[config.mk]
export PLATFORM = sky130hd
export DESIGN_NAME = power_meter_frame_decoder
export DESIGN_NICKNAME = d
export VERILOG_FILES = /design/src/rtl/pmfd_pkg.sv /design/src/rtl/pmfd_ctrl.sv /design/src/rtl/pmfd_dp.sv /design/src/rtl/power_meter_frame_decoder.sv
export SDC_FILE = /design/constraint.sdc
export NUM_CORES = 2
export LEC_CHECK = 0
export ABC_AREA = 0
export BUFFER_PORTS_ARGS = -buffer_cell sky130_fd_sc_hd__clkbuf_2
export CELL_PAD_IN_SITES_DETAIL_PLACEMENT = 1
export CELL_PAD_IN_SITES_GLOBAL_PLACEMENT = 2
export CORE_MARGIN = 2
export CORE_UTILIZATION = 46
export CTS_BUF_LIST = sky130_fd_sc_hd__clkbuf_2 sky130_fd_sc_hd__clkbuf_4 sky130_fd_sc_hd__clkbuf_8
export DETAILED_ROUTE_END_ITERATION = 8
export PLACE_DENSITY = 0.95
export SLEW_MARGIN = 25
export SYNTH_ARGS = -nofsm -noshare
export SYNTH_HDL_FRONTEND = slang
export SYNTH_SLANG_ARGS = --single-unit
[constraint.sdc]
create_clock -name i_clk -period 21.7 [get_ports i_clk]
set_input_delay 3.255 -clock i_clk [delete_from_list [all_inputs] [get_ports i_clk]]
set_output_delay 3.255 -clock i_clk [all_outputs]
set_load 0.01 [all_outputs]
[src/rtl/pmfd_pkg.sv]
// ----------------------------------------------------------------------------
// pmfd_pkg
// Shared types and constants of the power meter frame decoder.
// ----------------------------------------------------------------------------
`timescale 1ns / 1ps
`default_nettype none

package pmfd_pkg;

    localparam int FRAME_LEN  = 24;
    localparam int POS_W      = 5;
    localparam int BYTE_W     = 8;
    localparam int GAIN_W     = 32;
    localparam int FIELD_W    = 24;
    localparam int PROD_W     = GAIN_W + FIELD_W;
    localparam int RES_W      = 32;
    localparam int PULSE_W    = 16;
    localparam int ENERGY_W   = 48;
    localparam int DIV_STEPS  = PROD_W;
    localparam int DIV_CNT_W  = 6;
    localparam int CFG_IDX_W  = 2;

    localparam logic [BYTE_W-1:0] HEADER_OK      = 8'h5A;
    localparam logic [BYTE_W-1:0] POWER_BAD_MASK = 8'hF2;
    localparam logic [BYTE_W-1:0] ADJ_VOLTAGE    = 8'h40;
    localparam logic [BYTE_W-1:0] ADJ_POWER      = 8'h10;
    localparam logic [BYTE_W-1:0] ADJ_CURRENT    = 8'h20;
    localparam logic [GAIN_W-1:0] GAIN_RESET     = 32'h0001_0000;

    localparam logic [CFG_IDX_W-1:0] CFG_VOLTAGE_GAIN = 2'd0;
    localparam logic [CFG_IDX_W-1:0] CFG_CURRENT_GAIN = 2'd1;
    localparam logic [CFG_IDX_W-1:0] CFG_POWER_GAIN   = 2'd2;

    typedef enum logic [1:0] {
        ST_OK      = 2'd0,
        ST_BAD_HDR = 2'd1,
        ST_BAD_SUM = 2'd2
    } t_status;

    // Quotient being worked on; OP_NRG closes the frame with the energy update.
    typedef enum logic [1:0] {
        OP_VOLT = 2'd0,
        OP_PWR  = 2'd1,
        OP_CUR  = 2'd2,
        OP_NRG  = 2'd3
    } t_op;

    typedef struct packed {
        logic             byte_we;
        logic             byte_start;
        logic [POS_W-1:0] pos;
        logic             clr_res;
        logic             load_div;
        logic             div_step;
        logic             store_q;
        logic             nrg_upd;
        logic             out_load;
        t_op              op;
    } t_cmd;

    typedef struct packed {
        logic hdr_bad;
        logic sum_bad;
        logic en_volt;
        logic en_pwr;
        logic en_cur;
    } t_sts;

endpackage

`default_nettype wire

[src/rtl/pmfd_ctrl.sv]
// ----------------------------------------------------------------------------
// pmfd_ctrl
// Sequencer: byte position, frame-end checks, quotient order, divider
// step count and output handshake.
// ----------------------------------------------------------------------------
`timescale 1ns / 1ps
`default_nettype none

module pmfd_ctrl (
    input  wire logic           i_clk,
    input  wire logic           i_rst_n,
    input  wire logic           i_valid,
    output logic                o_stall,
    input  wire logic           i_frame_start,
    output logic                o_valid,
    input  wire logic           i_stall,
    input  wire pmfd_pkg::t_sts i_sts,
    output pmfd_pkg::t_cmd      o_cmd
);

    typedef enum logic [6:0] {
        S_RECV   = 7'b0000001,
        S_CHECK  = 7'b0000010,
        S_PICK   = 7'b0000100,
        S_MUL    = 7'b0001000,
        S_DIV    = 7'b0010000,
        S_STORE  = 7'b0100000,
        S_OUT    = 7'b1000000
    } t_state;

    t_state                          r_state, n_state;
    logic [pmfd_pkg::POS_W-1:0]      r_pos, n_pos;
    pmfd_pkg::t_op                   r_op, n_op;
    logic [pmfd_pkg::DIV_CNT_W-1:0]  r_cnt, n_cnt;
    logic                            r_out_valid, n_out_valid;
    logic                            w_accept;
    logic                            w_out_free;
    logic                            w_op_en;
    pmfd_pkg::t_op                   w_op_next;

    assign o_stall    = (r_state != S_RECV);
    assign o_valid    = r_out_valid;
    assign w_accept   = i_valid && !o_stall;
    assign w_out_free = !r_out_valid || !i_stall;

    always_comb begin
        case (r_op)
            pmfd_pkg::OP_VOLT: w_op_en = i_sts.en_volt;
            pmfd_pkg::OP_PWR:  w_op_en = i_sts.en_pwr;
            pmfd_pkg::OP_CUR:  w_op_en = i_sts.en_cur;
            default:           w_op_en = 1'b0;
        endcase
        case (r_op)
            pmfd_pkg::OP_VOLT: w_op_next = pmfd_pkg::OP_PWR;
            pmfd_pkg::OP_PWR:  w_op_next = pmfd_pkg::OP_CUR;
            default:           w_op_next = pmfd_pkg::OP_NRG;
        endcase
    end

    always_comb begin
        n_state     = r_state;
        n_pos       = r_pos;
        n_op        = r_op;
        n_cnt       = r_cnt;
        n_out_valid = r_out_valid;
        o_cmd       = '0;
        o_cmd.op    = r_op;

        if (r_out_valid && !i_stall) begin
            n_out_valid = 1'b0;
        end

        case (r_state)
            S_RECV: begin
                if (w_accept) begin
                    if (i_frame_start) begin
                        o_cmd.byte_we    = 1'b1;
                        o_cmd.byte_start = 1'b1;
                        o_cmd.pos        = '0;
                        n_pos            = pmfd_pkg::POS_W'(1);
                    end else if (r_pos < pmfd_pkg::POS_W'(pmfd_pkg::FRAME_LEN)) begin
                        o_cmd.byte_we = 1'b1;
                        o_cmd.pos     = r_pos;
                        n_pos         = r_pos + pmfd_pkg::POS_W'(1);
                        if (r_pos == pmfd_pkg::POS_W'(pmfd_pkg::FRAME_LEN - 1)) begin
                            n_state = S_CHECK;
                        end
                    end
                    // drop a byte that arrives outside a frame
                end
            end
            S_CHECK: begin
                o_cmd.clr_res = 1'b1;
                n_op          = pmfd_pkg::OP_VOLT;
                if (i_sts.hdr_bad || i_sts.sum_bad) begin
                    n_state = S_OUT;
                end else begin
                    n_state = S_PICK;
                end
            end
            S_PICK: begin
                if (r_op == pmfd_pkg::OP_NRG) begin
                    o_cmd.nrg_upd = 1'b1;
                    n_state       = S_OUT;
                end else if (w_op_en) begin
                    n_state = S_MUL;
                end else begin
                    n_op = w_op_next;
                end
            end
            S_MUL: begin
                o_cmd.load_div = 1'b1;
                n_cnt          = '0;
                n_state        = S_DIV;
            end
            S_DIV: begin
                o_cmd.div_step = 1'b1;
                n_cnt          = r_cnt + pmfd_pkg::DIV_CNT_W'(1);
                if (r_cnt == pmfd_pkg::DIV_CNT_W'(pmfd_pkg::DIV_STEPS - 1)) begin
                    n_state = S_STORE;
                end
            end
            S_STORE: begin
                o_cmd.store_q = 1'b1;
                n_op          = w_op_next;
                n_state       = S_PICK;
            end
            S_OUT: begin
                if (w_out_free) begin
                    o_cmd.out_load = 1'b1;
                    n_out_valid    = 1'b1;
                    n_state        = S_RECV;
                end
            end
            default: begin
                n_state = S_RECV;
            end
        endcase
    end

    always_ff @(posedge i_clk) begin
        if (!i_rst_n) begin
            r_state     <= S_RECV;
            r_pos       <= pmfd_pkg::POS_W'(pmfd_pkg::FRAME_LEN);
            r_op        <= pmfd_pkg::OP_VOLT;
            r_cnt       <= '0;
            r_out_valid <= 1'b0;
        end else begin
            r_state     <= n_state;
            r_pos       <= n_pos;
            r_op        <= n_op;
            r_cnt       <= n_cnt;
            r_out_valid <= n_out_valid;
        end
    end

endmodule

`default_nettype wire

[src/rtl/pmfd_dp.sv]
// ----------------------------------------------------------------------------
// pmfd_dp
// Datapath: frame bytes, running checksum, gain registers, shared
// multiply and restoring divider, energy accumulator and result word.
// ----------------------------------------------------------------------------
`timescale 1ns / 1ps
`default_nettype none

module pmfd_dp (
    input  wire logic                                i_clk,
    input  wire logic                                i_rst_n,
    input  wire logic [pmfd_pkg::BYTE_W-1:0]         i_rx_byte,
    input  wire logic                                i_cfg_valid,
    input  wire logic [pmfd_pkg::CFG_IDX_W-1:0]      i_cfg_index,
    input  wire logic [pmfd_pkg::GAIN_W-1:0]         i_cfg_data,
    input  wire pmfd_pkg::t_cmd                      i_cmd,
    output pmfd_pkg::t_sts                           o_sts,
    output logic [1:0]                               o_status,
    output logic [pmfd_pkg::RES_W-1:0]               o_voltage,
    output logic [pmfd_pkg::RES_W-1:0]               o_current,
    output logic [pmfd_pkg::RES_W-1:0]               o_power,
    output logic [pmfd_pkg::ENERGY_W-1:0]            o_energy_micro
);

    logic [pmfd_pkg::BYTE_W-1:0]   r_frame [pmfd_pkg::FRAME_LEN];
    logic [pmfd_pkg::BYTE_W-1:0]   r_sum;
    logic [pmfd_pkg::GAIN_W-1:0]   r_vgain, r_igain, r_pgain;
    logic [pmfd_pkg::RES_W-1:0]    r_volt, r_cur, r_pwr;
    logic [pmfd_pkg::PROD_W-1:0]   r_quo;
    logic [pmfd_pkg::FIELD_W-1:0]  r_rem;
    logic [pmfd_pkg::FIELD_W-1:0]  r_divisor;
    logic [pmfd_pkg::PULSE_W-1:0]  r_last;
    logic [pmfd_pkg::ENERGY_W-1:0] r_energy;
    logic [1:0]                    r_status;
    logic [pmfd_pkg::RES_W-1:0]    r_out_volt, r_out_cur, r_out_pwr;
    logic [pmfd_pkg::ENERGY_W-1:0] r_out_energy;

    logic [pmfd_pkg::FIELD_W-1:0]  w_coef_v, w_cyc_v, w_coef_i, w_cyc_i, w_coef_p, w_cyc_p;
    logic [pmfd_pkg::BYTE_W-1:0]   w_adj;
    logic [pmfd_pkg::GAIN_W-1:0]   w_gain;
    logic [pmfd_pkg::FIELD_W-1:0]  w_coef, w_cyc;
    logic                          w_sum_en;
    logic [pmfd_pkg::FIELD_W:0]    w_rem_sh, w_diff;
    logic [pmfd_pkg::RES_W-1:0]    w_q_sat;
    logic [pmfd_pkg::PULSE_W-1:0]  w_pulses, w_base, w_delta;
    logic [pmfd_pkg::PULSE_W+pmfd_pkg::FIELD_W-1:0] w_add;
    logic [pmfd_pkg::ENERGY_W:0]   w_nrg_sum;

    assign w_coef_v = {r_frame[2],  r_frame[3],  r_frame[4]};
    assign w_cyc_v  = {r_frame[5],  r_frame[6],  r_frame[7]};
    assign w_coef_i = {r_frame[8],  r_frame[9],  r_frame[10]};
    assign w_cyc_i  = {r_frame[11], r_frame[12], r_frame[13]};
    assign w_coef_p = {r_frame[14], r_frame[15], r_frame[16]};
    assign w_cyc_p  = {r_frame[17], r_frame[18], r_frame[19]};
    assign w_adj    = r_frame[20];
    assign w_pulses = {r_frame[21], r_frame[22]};

    assign o_sts.hdr_bad = (r_frame[1] != pmfd_pkg::HEADER_OK);
    assign o_sts.sum_bad = (r_sum != r_frame[23]);
    assign o_sts.en_volt = |(w_adj & pmfd_pkg::ADJ_VOLTAGE);
    assign o_sts.en_pwr  = |(w_adj & pmfd_pkg::ADJ_POWER)
                           && ((r_frame[0] & pmfd_pkg::POWER_BAD_MASK)
                               != pmfd_pkg::POWER_BAD_MASK);
    assign o_sts.en_cur  = |(w_adj & pmfd_pkg::ADJ_CURRENT) && (r_pwr != '0);

    always_comb begin
        case (i_cmd.op)
            pmfd_pkg::OP_VOLT: begin
                w_gain = r_vgain;
                w_coef = w_coef_v;
                w_cyc  = w_cyc_v;
            end
            pmfd_pkg::OP_PWR: begin
                w_gain = r_pgain;
                w_coef = w_coef_p;
                w_cyc  = w_cyc_p;
            end
            default: begin
                w_gain = r_igain;
                w_coef = w_coef_i;
                w_cyc  = w_cyc_i;
            end
        endcase
    end

    always_comb begin
        w_sum_en = i_cmd.pos inside {[5'd2:5'd22]};
    end

    // One restoring step; a zero divisor yields all ones, which saturates.
    assign w_rem_sh = {r_rem, r_quo[pmfd_pkg::PROD_W-1]};
    assign w_diff   = w_rem_sh - {1'b0, r_divisor};
    assign w_q_sat  = (|r_quo[pmfd_pkg::PROD_W-1:pmfd_pkg::RES_W]) ? '1
                      : r_quo[pmfd_pkg::RES_W-1:0];

    assign w_base    = (r_last == '0) ? w_pulses : r_last;
    assign w_delta   = w_pulses - w_base;
    assign w_add     = w_delta * w_coef_p;
    assign w_nrg_sum = {1'b0, r_energy} + (pmfd_pkg::ENERGY_W + 1)'(w_add);

    always_ff @(posedge i_clk) begin
        if (i_cmd.byte_we) begin
            r_frame[i_cmd.pos] <= i_rx_byte;
        end
    end

    always_ff @(posedge i_clk) begin
        if (!i_rst_n) begin
            r_sum    <= '0;
            r_vgain  <= pmfd_pkg::GAIN_RESET;
            r_igain  <= pmfd_pkg::GAIN_RESET;
            r_pgain  <= pmfd_pkg::GAIN_RESET;
            r_last   <= '0;
            r_energy <= '0;
        end else begin
            if (i_cmd.byte_we) begin
                if (i_cmd.byte_start) begin
                    r_sum <= '0;
                end else if (w_sum_en) begin
                    r_sum <= r_sum + i_rx_byte;
                end
            end
            if (i_cfg_valid) begin
                case (i_cfg_index)
                    pmfd_pkg::CFG_VOLTAGE_GAIN: r_vgain <= i_cfg_data;
                    pmfd_pkg::CFG_CURRENT_GAIN: r_igain <= i_cfg_data;
                    pmfd_pkg::CFG_POWER_GAIN:   r_pgain <= i_cfg_data;
                    default: ;
                endcase
            end
            if (i_cmd.nrg_upd) begin
                r_last   <= w_pulses;
                r_energy <= w_nrg_sum[pmfd_pkg::ENERGY_W] ? '1
                            : w_nrg_sum[pmfd_pkg::ENERGY_W-1:0];
            end
        end
    end

    always_ff @(posedge i_clk) begin
        if (i_cmd.load_div) begin
            r_quo     <= w_gain * w_coef;
            r_rem     <= '0;
            r_divisor <= w_cyc;
        end else if (i_cmd.div_step) begin
            if (!w_diff[pmfd_pkg::FIELD_W]) begin
                r_rem <= w_diff[pmfd_pkg::FIELD_W-1:0];
                r_quo <= {r_quo[pmfd_pkg::PROD_W-2:0], 1'b1};
            end else begin
                r_rem <= w_rem_sh[pmfd_pkg::FIELD_W-1:0];
                r_quo <= {r_quo[pmfd_pkg::PROD_W-2:0], 1'b0};
            end
        end

        if (i_cmd.clr_res) begin
            r_volt <= '0;
            r_cur  <= '0;
            r_pwr  <= '0;
        end else if (i_cmd.store_q) begin
            case (i_cmd.op)
                pmfd_pkg::OP_VOLT: r_volt <= w_q_sat;
                pmfd_pkg::OP_PWR:  r_pwr  <= w_q_sat;
                pmfd_pkg::OP_CUR:  r_cur  <= w_q_sat;
                default: ;
            endcase
        end

        if (i_cmd.out_load) begin
            if (o_sts.hdr_bad) begin
                r_status <= pmfd_pkg::ST_BAD_HDR;
            end else if (o_sts.sum_bad) begin
                r_status <= pmfd_pkg::ST_BAD_SUM;
            end else begin
                r_status <= pmfd_pkg::ST_OK;
            end
            r_out_volt   <= r_volt;
            r_out_cur    <= r_cur;
            r_out_pwr    <= r_pwr;
            r_out_energy <= r_energy;
        end
    end

    assign o_status       = r_status;
    assign o_voltage      = r_out_volt;
    assign o_current      = r_out_cur;
    assign o_power        = r_out_pwr;
    assign o_energy_micro = r_out_energy;

endmodule

`default_nettype wire

[src/rtl/power_meter_frame_decoder.sv]
// ----------------------------------------------------------------------------
// power_meter_frame_decoder
// Decodes 24-byte energy-meter frames into status, voltage, current,
// power and accumulated energy.
// ----------------------------------------------------------------------------
// Each frame byte is taken in one cycle. After the last byte the input
// stalls through the check step, a pass of each reported quotient through the
// one shared 56-step restoring divider, and the energy and output steps.
// The result word waits in an output register while the next frame arrives.
// Synchronous active-low reset: gains to 1.0, energy and pulse state to zero,
// no frame open, no result pending.
`timescale 1ns / 1ps
`default_nettype none

module power_meter_frame_decoder (
    input  wire logic                             i_clk,
    input  wire logic                             i_rst_n,
    input  wire logic                             i_valid,
    output logic                                  o_stall,
    input  wire logic [pmfd_pkg::BYTE_W-1:0]      i_rx_byte,
    input  wire logic                             i_frame_start,
    output logic                                  o_valid,
    input  wire logic                             i_stall,
    output logic [1:0]                            o_status,
    output logic [pmfd_pkg::RES_W-1:0]            o_voltage,
    output logic [pmfd_pkg::RES_W-1:0]            o_current,
    output logic [pmfd_pkg::RES_W-1:0]            o_power,
    output logic [pmfd_pkg::ENERGY_W-1:0]         o_energy_micro,
    input  wire logic                             i_cfg_valid,
    output logic                                  o_cfg_ready,
    input  wire logic [pmfd_pkg::CFG_IDX_W-1:0]   i_cfg_index,
    input  wire logic [pmfd_pkg::GAIN_W-1:0]      i_cfg_data
);

    pmfd_pkg::t_cmd w_cmd;
    pmfd_pkg::t_sts w_sts;

    // gain registers take a word in any cycle
    assign o_cfg_ready = 1'b1;

    pmfd_ctrl u_ctrl (
        .i_clk         (i_clk),
        .i_rst_n       (i_rst_n),
        .i_valid       (i_valid),
        .o_stall       (o_stall),
        .i_frame_start (i_frame_start),
        .o_valid       (o_valid),
        .i_stall       (i_stall),
        .i_sts         (w_sts),
        .o_cmd         (w_cmd)
    );

    pmfd_dp u_dp (
        .i_clk          (i_clk),
        .i_rst_n        (i_rst_n),
        .i_rx_byte      (i_rx_byte),
        .i_cfg_valid    (i_cfg_valid),
        .i_cfg_index    (i_cfg_index),
        .i_cfg_data     (i_cfg_data),
        .i_cmd          (w_cmd),
        .o_sts          (w_sts),
        .o_status       (o_status),
        .o_voltage      (o_voltage),
        .o_current      (o_current),
        .o_power        (o_power),
        .o_energy_micro (o_energy_micro)
    );

endmodule

`default_nettype wire

==> summary.txt <==
Clock tree
  – Worst-Skew Late Latency: 0.87 ns
  – Total CTS buffers: 120
  – Hold Buf Count CTS: 0
  – H-tree levels: 3
  – Post-CTS Setup Inserts: 0
  – Clock Sink Count: 719
  – CTS root buf: clkbuf_8
  – CTS tree: yes
  – Post-CTS resize count: 0
  – Clk buf depth: 3
  – Clock transition at path regs: 0.07 ns

Yosys
  – Post-synth cell types: 84
  – Async set-or-reset flop fraction in the synthesized netlist: 0%
  – Synthesized cell area: 66260 um2
  – Syn nets: 8431
  – Ys Warns: 0
  – Post-synth EDFFs: 410
  – Mapped Cells: 7027
  – Avg Synthesized Cell Area: 9.429 um2
  – Sequential cell area fraction in the yosys report: 27.92%
  – Seq cells post-synth: 719
  – Main synth FF type: edfxtp_1

Detailed routing
  – Detailed-route wire length per cell: 22.27 um
  – Vias/cell: 5.518
  – Drt total wl: 203200 um
  – Routed Antenna Nets: 0
  – Vias: 50360
  – DRT iter0 DRCs: 2722
  – DRC errors left: 0
  – Drt pass-1 iters: 7

Final layout
  – Share of layout cells above drive strength 1: 8.755%
  – Post-route insts no fill: 9126
  – Fin area: 72180 um2
  – FILL cells: 16380
  – Synth-to-layout area growth: 8.936%
  – Final core utilization: 50.37%
  – Nets: 8516

Critical path
  – Arrival @ worst endpoint: 10.84 ns
  – Critical path endpoint category: flip-flop
  – Largest delay contributor family on the critical path: adder cells
  – Crit path buf inv count: 5
  – Critical Path RT: 22.45 ns
  – Max incr delay on CP: 0.64 ns
  – CP dominant cell by count: fa_1
  – CP startpoint kind: flip-flop
  – CP max stage cell: and4_1
  – Crit path max fanout: 28
  – Type of the worst setup path: reg2reg

STA
  – Fin Clk Skew: 0.07393 ns
  – Hold Worst Slack: 0.4322 ns
  – Slew HR: 19.75%
  – Fmax: 99.07 MHz
  – Final Hold Vio Count: 0
  – Worst setup margin: 11.61 ns
  – Setup Total Neg Slack: 0 ns
  – Min Tclk post-route: 10.09 ns
  – Setup-failing EPs final: 0
  – Slew of the pin with the lowest slew margin: 1.204 ns
  – RSZ-0062 raised after global routing: false
  – Fin. max-slew vios: 0
  – Final worst-path cycle share: 46.52%

Power and ir drop
  – Leak: 31.87 nW
  – PwrDens: 51.98 nW/um2
  – Power Total: 3.752 mW
  – Max VDD drop: 52.47 uV

Place
  – Dpl ws: 11.66 ns
  – IO Port Bufs: 195
  – HPWL Detailed: 152900 um
  – Placed instance count: 8892
  – Routability cong.: 0.8909
  – DP Area: 69410 um2

Global route
  – Initial antenna violation count: 3
  – Vias in the first global route: 56420
  – Remaining global-route overflow: 0
  – Largest net degree at the start of global routing: 99
  – First-pass GRT wire length: 318100 um
  – Gr usage total: 27.89%

Floorplanning
  – Row count: 139
  – Die Span Y: 383.5 um
  – Starting Density: 46.23%
  – Core area: 143300 um2
  – Total die area: 147100 um2
  – IO Pins: 197
  – Die W: 383.5 um

Worst hold path
  – Tightest Hold Check Type: reg2reg

Run status
  – Status: completed

Run
  – Max-Cap Viols: 0
[per-layer routing]
layer | vias up | track usage (%) | share of wire, % | wire length, um
met2 | 1483 | 49.37 | 51 | 103400
met1 | 26150 | 33.31 | 39 | 78910
li1 | 22210 | - | - | -
met3 | 518 | 3.822 | 5.0 | 10120
met5 | - | 0 | 0 | 0
met4 | 0 | 13.59 | 5.3 | 10820
[cells by family after synthesis]
group | share of synthesized area, %
AO/OA/AOI/OAI | 8.354
AND/OR/NAND/NOR | 14.66
adder cells (fa/ha/maj) | 37.02
XOR/XNOR | 1.807
multiplexers | 1.443
flip-flops | 27.92
buffers and inverters | 8.792
other | 0.005660
[synthesized netlist by cell type, drive strengths merged (14+ instances only)]
cell	count	share of area, %
and3	25	0.24
xnor2	77	1.0
fa	1007	30
a21o	77	0.87
xor2	58	0.78
nand2b	61	0.58
nor4	31	0.29
mux2i	91	1.4
ha	349	6.6
a221o	14	0.21
edfxtp	410	19
nand4	22	0.21
o21a	55	0.62
o21ai	237	1.8
buf	38	0.30
a31oi	53	0.50
dfxtp	309	9.3
or3	47	0.44
and2	133	1.3
nand3b	16	0.18
inv	1196	6.8
nand3	46	0.35
nor2	342	1.9
clkbuf	303	1.7
nor2b	30	0.28
nor3	33	0.26
or2	15	0.14
a21oi	378	2.9
nand2	1430	8.1
[final cells by class]
type,count,area [um2],area share [%]
clock inverter,39,417.9,0.5790
timing repair buffer,304,1829,2.534
multi-input combinational,4771,42230,58.51
clock buffer,190,2315,3.207
tap,1903,2381,3.299
antenna,4,10.01,0.01387
inverter,1196,4492,6.223
sequential,719,18510,25.64
[report_power, final]
part | switching [mW] | internal, mW
Clock | 0.603 | 0.746
Sequential | 0.00934 | 1.44
Combinational | 0.598 | 0.355
[placed cells by master, fill, tap and decap left out, types with 77 or more instances in the layout]
cell,n
nor2_1,336
inv_1,1194
buf_4,105
ha_1,349
nand2_1,1429
and2_1,133
dfxtp_1,307
o21ai_0,169
fa_1,1007
mux2i_1,91
edfxtp_1,410
clkbuf_8,142
clkbuf_2,195
a21oi_1,371
a21o_1,77
[flip-flops by register name, summed over array words and instances (netlist names), 48 cells and up]
| signal | cells |
|---|---|
| u_dp.r_frame | 184 |
| u_dp.o_energy_micro | 48 |
| u_dp.r_energy | 48 |
| u_dp.r_quo | 56 |
[worst paths after layout]
check	slack (ns)	cells after the start	from	endpoint
max	11.61	33	u_dp.r_last[2]	u_dp.r_energy[9]
min	0.43	0	u_dp.r_volt[29]	u_dp.o_voltage[29]
max reg2reg	11.61	33	u_dp.r_last[2]	u_dp.r_energy[9]
min reg2reg	0.43	0	u_dp.r_volt[29]	u_dp.o_voltage[29]
No activity file was read; power rests on OpenSTA's default activity.
